$ cat config.mk
export PLATFORM = sky130hd
export DESIGN_NAME = positional_insert_delete_list_unit
export DESIGN_NICKNAME = d
export VERILOG_FILES = /design/src/pidl_pkg.sv /design/src/positional_insert_delete_list_unit.sv /design/src/pidl_ram.sv
export SDC_FILE = /design/constraint.sdc
export NUM_CORES = 2
export LEC_CHECK = 0
export BUFFER_PORTS_ARGS = -buffer_cell sky130_fd_sc_hd__buf_4
export CAP_MARGIN = 40
export CORE_ASPECT_RATIO = 2
export CORE_UTILIZATION = 25
export DETAILED_ROUTE_END_ITERATION = 12
export PLACE_DENSITY = 0.37
export SLEW_MARGIN = 5
export SYNTH_ARGS = -nofsm -noshare
export SYNTH_HDL_FRONTEND = slang
export SYNTH_SLANG_ARGS = --single-unit
$ cat constraint.sdc
create_clock -name clk -period 6.4 [get_ports clk]
set_input_delay 0.32 -clock clk [delete_from_list [all_inputs] [get_ports clk]]
set_output_delay 0.32 -clock clk [all_outputs]
set_load 0.1 [all_outputs]
$ cat src/pidl_pkg.sv
package pidl_pkg;

  localparam int DATA_W = 32;

  typedef enum logic [2:0] {
    ACT_APPEND  = 3'd0,
    ACT_READ    = 3'd1,
    ACT_INSERT  = 3'd2,
    ACT_REPLACE = 3'd3,
    ACT_DELETE  = 3'd4,
    ACT_CLEAR   = 3'd5
  } action_t;

  typedef enum logic [1:0] {
    ST_OK    = 2'd0,
    ST_RANGE = 2'd1,
    ST_FULL  = 2'd2,
    ST_EMPTY = 2'd3
  } status_t;

endpackage

$ cat src/positional_insert_delete_list_unit.sv
// append, replace, clear, errors and insert at the end finish without moving entries; read waits
// on the registered ram read; insert below the end and delete (but for the last entry) shift the
// entries after the position, and insert then writes the new value into the freed slot
// one entry moves per cycle through the single-port-write ram, so shift length sets the rate
// the next input transaction is taken once the result is in the output register
// rst_n (synchronous, active low) empties the list; entry contents are not cleared
module positional_insert_delete_list_unit #(
  parameter int DEPTH = 128
) (
  input  logic        clk,
  input  logic        rst_n,
  input  logic        in_tvalid,
  output logic        in_tready,
  input  logic [47:0] in_tdata,   // action[2:0], value[34:3], position[41:35], zero pad
  output logic        out_tvalid,
  input  logic        out_tready,
  output logic [47:0] out_tdata   // read_value[31:0], count[39:32], status[41:40], zero pad
);

  localparam int AW    = $clog2(DEPTH);
  localparam int CW    = $clog2(DEPTH + 1);
  localparam int CMP_W = (CW > 7) ? CW : 7;
  localparam int DW    = pidl_pkg::DATA_W;

  typedef enum logic [4:0] {
    S_IDLE  = 5'b00001,
    S_READ  = 5'b00010,
    S_SHIFT = 5'b00100,
    S_FILL  = 5'b01000,
    S_DONE  = 5'b10000
  } state_t;

  state_t              state_r, state_nxt;
  logic [CW-1:0]       count_r, count_nxt;
  logic [AW-1:0]       src_r, src_nxt;
  logic [AW-1:0]       wr_r, wr_nxt;
  logic [AW-1:0]       pos_r, pos_nxt;
  logic [DW-1:0]       val_r, val_nxt;
  logic [DW-1:0]       rd_r, rd_nxt;
  pidl_pkg::status_t   st_r, st_nxt;
  logic                ins_r, ins_nxt;
  logic                out_valid_r, out_valid_nxt;
  logic [DW-1:0]       out_rd_r, out_rd_nxt;
  logic [7:0]          out_cnt_r, out_cnt_nxt;
  pidl_pkg::status_t   out_st_r, out_st_nxt;

  logic                ram_we;
  logic [AW-1:0]       ram_waddr;
  logic [DW-1:0]       ram_wdata;
  logic [AW-1:0]       ram_raddr;
  logic [DW-1:0]       ram_rdata;

  pidl_pkg::action_t   in_action;
  logic [DW-1:0]       in_value;
  logic [CMP_W-1:0]    pos_ext;
  logic [CMP_W-1:0]    cnt_ext;
  logic [AW-1:0]       step;
  logic                is_full;
  logic                is_empty;

  assign in_action = pidl_pkg::action_t'(in_tdata[2:0]);
  assign in_value  = in_tdata[34:3];
  assign pos_ext   = CMP_W'(in_tdata[41:35]);
  assign cnt_ext   = CMP_W'(count_r);
  assign is_full   = (count_r == CW'(DEPTH));
  assign is_empty  = (count_r == '0);

  // shared index unit: walks down for insert, up for delete
  assign step = ins_r ? AW'(src_r - 1'b1) : AW'(src_r + 1'b1);

  assign in_tready  = (state_r == S_IDLE);
  assign out_tvalid = out_valid_r;
  assign out_tdata  = {6'd0, out_st_r, out_cnt_r, out_rd_r};

  pidl_ram #(.DEPTH(DEPTH)) u_ram (
    .clk     (clk),
    .wr_en   (ram_we),
    .wr_addr (ram_waddr),
    .wr_data (ram_wdata),
    .rd_addr (ram_raddr),
    .rd_data (ram_rdata)
  );

  always_comb begin
    state_nxt     = state_r;
    count_nxt     = count_r;
    src_nxt       = src_r;
    wr_nxt        = wr_r;
    pos_nxt       = pos_r;
    val_nxt       = val_r;
    rd_nxt        = rd_r;
    st_nxt        = st_r;
    ins_nxt       = ins_r;
    out_valid_nxt = out_valid_r && !out_tready;
    out_rd_nxt    = out_rd_r;
    out_cnt_nxt   = out_cnt_r;
    out_st_nxt    = out_st_r;
    ram_we        = 1'b0;
    ram_waddr     = wr_r;
    ram_wdata     = ram_rdata;
    ram_raddr     = src_r;

    unique case (state_r)
      S_IDLE: begin
        if (in_tvalid) begin
          pos_nxt   = AW'(pos_ext);
          val_nxt   = in_value;
          rd_nxt    = '0;
          st_nxt    = pidl_pkg::ST_OK;
          state_nxt = S_DONE;
          unique case (in_action)
            pidl_pkg::ACT_APPEND: begin
              if (is_full) begin
                st_nxt = pidl_pkg::ST_FULL;
              end else begin
                ram_we    = 1'b1;
                ram_waddr = AW'(count_r);
                ram_wdata = in_value;
                count_nxt = CW'(count_r + 1'b1);
              end
            end
            pidl_pkg::ACT_READ: begin
              if (is_empty) begin
                st_nxt = pidl_pkg::ST_EMPTY;
              end else if (pos_ext >= cnt_ext) begin
                st_nxt = pidl_pkg::ST_RANGE;
              end else begin
                ram_raddr = AW'(pos_ext);
                state_nxt = S_READ;
              end
            end
            pidl_pkg::ACT_INSERT: begin
              if (is_full) begin
                st_nxt = pidl_pkg::ST_FULL;
              end else if (pos_ext > cnt_ext) begin
                st_nxt = pidl_pkg::ST_RANGE;
              end else begin
                count_nxt = CW'(count_r + 1'b1);
                if (pos_ext == cnt_ext) begin
                  ram_we    = 1'b1;
                  ram_waddr = AW'(pos_ext);
                  ram_wdata = in_value;
                end else begin
                  ins_nxt   = 1'b1;
                  src_nxt   = AW'(count_r - 1'b1);
                  wr_nxt    = AW'(count_r);
                  ram_raddr = AW'(count_r - 1'b1);
                  state_nxt = S_SHIFT;
                end
              end
            end
            pidl_pkg::ACT_REPLACE: begin
              if (pos_ext >= cnt_ext) begin
                st_nxt = pidl_pkg::ST_RANGE;
              end else begin
                ram_we    = 1'b1;
                ram_waddr = AW'(pos_ext);
                ram_wdata = in_value;
              end
            end
            pidl_pkg::ACT_DELETE: begin
              if (is_empty) begin
                st_nxt = pidl_pkg::ST_EMPTY;
              end else if (pos_ext >= cnt_ext) begin
                st_nxt = pidl_pkg::ST_RANGE;
              end else begin
                count_nxt = CW'(count_r - 1'b1);
                // deleting the last live entry needs no move
                if (CMP_W'(pos_ext + 1'b1) != cnt_ext) begin
                  ins_nxt   = 1'b0;
                  src_nxt   = AW'(pos_ext + 1'b1);
                  wr_nxt    = AW'(pos_ext);
                  ram_raddr = AW'(pos_ext + 1'b1);
                  state_nxt = S_SHIFT;
                end
              end
            end
            pidl_pkg::ACT_CLEAR: begin
              count_nxt = '0;
            end
            default: begin
            end
          endcase
        end
      end
      S_READ: begin
        rd_nxt    = ram_rdata;
        state_nxt = S_DONE;
      end
      S_SHIFT: begin
        // ram_rdata holds the entry at src_r, read last cycle
        ram_we    = 1'b1;
        ram_waddr = wr_r;
        ram_wdata = ram_rdata;
        if ((ins_r && (src_r == pos_r)) || (!ins_r && (CW'(src_r) == count_r))) begin
          state_nxt = ins_r ? S_FILL : S_DONE;
        end else begin
          src_nxt   = step;
          wr_nxt    = src_r;
          ram_raddr = step;
        end
      end
      S_FILL: begin
        ram_we    = 1'b1;
        ram_waddr = pos_r;
        ram_wdata = val_r;
        state_nxt = S_DONE;
      end
      S_DONE: begin
        if (!out_valid_r || out_tready) begin
          out_valid_nxt = 1'b1;
          out_rd_nxt    = rd_r;
          out_cnt_nxt   = 8'(count_r);
          out_st_nxt    = st_r;
          state_nxt     = S_IDLE;
        end
      end
      default: begin
        state_nxt = S_IDLE;
      end
    endcase
  end

  always_ff @(posedge clk) begin
    if (!rst_n) begin
      state_r     <= S_IDLE;
      count_r     <= '0;
      out_valid_r <= 1'b0;
    end else begin
      state_r     <= state_nxt;
      count_r     <= count_nxt;
      out_valid_r <= out_valid_nxt;
    end
  end

  always_ff @(posedge clk) begin
    src_r     <= src_nxt;
    wr_r      <= wr_nxt;
    pos_r     <= pos_nxt;
    val_r     <= val_nxt;
    rd_r      <= rd_nxt;
    st_r      <= st_nxt;
    ins_r     <= ins_nxt;
    out_rd_r  <= out_rd_nxt;
    out_cnt_r <= out_cnt_nxt;
    out_st_r  <= out_st_nxt;
  end

endmodule

$ cat src/pidl_ram.sv
module pidl_ram #(
  parameter int DEPTH = 128,
  localparam int AW = $clog2(DEPTH)
) (
  input  logic                        clk,
  input  logic                        wr_en,
  input  logic [AW-1:0]               wr_addr,
  input  logic [pidl_pkg::DATA_W-1:0] wr_data,
  input  logic [AW-1:0]               rd_addr,
  output logic [pidl_pkg::DATA_W-1:0] rd_data
);

  logic [pidl_pkg::DATA_W-1:0] mem [DEPTH];

  always_ff @(posedge clk) begin
    if (wr_en) begin
      mem[wr_addr] <= wr_data;
    end
  end

  always_ff @(posedge clk) begin
    rd_data <= mem[rd_addr];
  end

endmodule

==> metrics <==
outcome finished, final reports clean; Core Util, Final 30.9%; Finished Layout Cells 20,119; Post-Syn Area ~170,000 um^2; GRT Total Usage approximately a fifth; maximum root-to-sink buffer count 4; max cap viols 0; Hold WS between 0.06 and 0.07 ns; post-CTS sizing 0; critical path peak fanout 25; clock latency on the worst-skew pair 1.00 ns; Pwr per Cell Area 374 nW/um^2; placed cell area 193,000 um^2; core area 669,000 um^2; Setup crit end kind register; Final setup viols 0; Post-Route Skew about 0.066 ns; worst setup margin ~0.37 ns; Period minus WS final approximately 6 ns; Crit Path Category register to register; post-synth cell types 90; Post-synth EDFFs ~4,200; FP Rows roughly 430; cells along the critical path or3_1 -> or3b_2 -> nor2_1 -> a21boi_0 -> o311ai_0 -> clkdlybuf4s15_2 -> a2111oi_1 -> buf_4 -> or2_4 -> buf_12 -> nand2_2 -> buf_12 -> o22ai_1 -> nor3_1 -> buf_4 -> a21oi_1 -> buf_4 -> nand4_1; Nets approximately 11,000; Finished Cell Area approximately 210,000 um^2; router iterations before antenna repair 9; largest net degree at the start of global routing 124; Synth Flop Type edfxtp_1; IO Port Bufs 89; FMAX between 150 and 200 MHz; Reg area 128,000 um^2; Crit-path slowest cell or3b_2; asr flop ratio synth 0%; Boundary Pins 102; Placed Instances 19,278; family with the most delay on the worst path simple AND/OR/NAND/NOR gates; global-route wire length before repair approximately 900,000 um; final slew viol count 0; post-detail-place hpwl roughly 460,000 um; Fillers around 65,000; compound-cell area share of the yosys netlist under 10%; initial antenna violation count 58; remaining routing DRC violations 0; DRT antenna net count 0; leading cell type in the layout, fill and taps excluded edfxtp_1; main combinational cell family by area after synthesis multiplexers; grt ovf 0; most frequent cells in the layout edfxtp_1, nand2_1, buf_4; Mapped Cells roughly 9,900; sequential-to-total area share from yosys stat between 70% and 80%; clock sinks between 4,000 and 5,000; adder-cell share of the synthesized area 0.131%; wire per inst about 33 um; Worst EP arrival about 6.9 ns; share of layout cells above drive strength 1 roughly a quarter; leakage power 66.0 nW; via count 97,255; GPL Wtd Cong between 0.8 and 0.9; clk slew on worst S/H paths approximately 0.070 ns; CTS root buf clkbuf_16; simple-gate portion of the synthesized area under 10%; Post-Synth XOR/XNOR Area 0.204%; CTS buffer count between 300 and 400; DRT iter0 DRCs about 8,000; RSZ-0062 raised after global routing false; final critical-path share of the clock period 94.2%; total power a little under 80 mW; H-tree depth 5; CP peak stage delay approximately 0.54 ns; die footprint between 600,000 and 700,000 um^2; starting density of the core between 20% and 30%; synthesis warning total 0; Tightest Pin Transition between 1 and 1.5 ns; vias per inst 4.83; Post-Syn Area per Cell between 15 and 20 um^2; WP data required approximately 7.2 ns; Worst setup SP type register; Die X roughly 580 um; vias in the first global route between 100k and 150k; WL final 671,000 um; critical path's most frequent cell buf_4; die height around 1200 um; pre-CTS setup slack around 0.39 ns; setup_tns 0 ns; peak supply drop 0.243 mV; worst path bufs/invs 6; multi-input logic area ~38,000 um^2; Area Growth Syn to Fin 23.1%; Hold WC Path Type input port to register; Max-Slew Margin vs Limit 12.6%; Synth Register Bits around 4,300; CTS tree built; mux cell area share after synthesis roughly 9.2%; final hold violation count 0
==> final cells by class <==
| cell class | count | area share (%) |
|---|---|---|
| Clock buffer | 482 | 4.99 |
| Antenna cell | 64 | 0.0776 |
| Sequential cell | 4272 | 61.9 |
| Clock inverter | 241 | 1.19 |
| Inverter | 57 | 0.175 |
| Multi-Input combinational cell | 4920 | 18.6 |
| Timing Repair Buffer | 1330 | 7.73 |
| Tap cell | 8753 | 5.31 |
==> worst paths after layout <==
| kind | cells past startpoint | to | slack [ns] | from |
|---|---|---|---|---|
| hold reg to reg | 0 | out_st_r[0] | 0.42 | st_r[0] |
| setup reg to reg | 18 | u_ram.rd_data[0] | 0.37 | state_r[4] |
| hold / removal | 2 | val_r[9] | 0.07 | in_tdata[12] |
| setup / recovery | 18 | u_ram.rd_data[0] | 0.37 | state_r[4] |
==> power by group <==
part	total [mW]	internal, mW	switching, mW
logic	17.7	4.79	12.9
registers	35.3	34.8	0.495
clock network	24.2	13.2	11.0
total	77.2	52.8	24.4
==> Yosys cell counts (all sizes together), types with 85 or more instances <==
cell    number  area [um^2]
nor2       264          998
a32oi       85          744
nand2     1481         5560
edfxtp    4226       127000
o22ai      154          963
nand3      680         3400
mux2i      206         2060
clkbuf     366         1370
mux4       591        13300
o21ai       86          430
buf        278         1520
a21oi      351         1760
a31oi       94          594
and3        97          607
==> logic make-up (layout without fill, tap and decap cells) <==
kind of cell | Yosys count | in the layout
AO/OA/AOI/OAI | 1179 | 1179
XOR/XNOR | 35 | 35
adder cells (fa/ha/maj) | 17 | 17
buffers and inverters | 701 | 2110
flip-flops | 4272 | 4272
multiplexers | 798 | 798
other | 1 | 70
AND/OR/NAND/NOR | 2885 | 2885
==> metal layers <==
layer	GRT usage [%]	up-vias	wire, um
li1	-	41487	-
met1	19.7	52290	228000
met2	37.1	2555	365000
met3	1.55	917	20000
met4	14.3	6	57100
met5	0	-	43
==> what timing repair did <==
action / 4_1_cts / 5_1_grt
hold buffers: 53 / 0
setup buffers: 0 / 0
hold endpoints to repair: 59 / 0
==> registers in the layout, indices dropped and copies added, names as in the netlist <==
name           cells
val_r             32
ins_r              1
st_r               2
cnt_ext            8
out_cnt_r          8
out_tvalid         1
u_ram.mem       4096
u_ram.rd_data     32
state_r            5
src_r              7
out_rd_r          32
out_st_r           2
pos_r              7
rd_r              32
wr_r               7
Power figures use the tool's default switching activity.
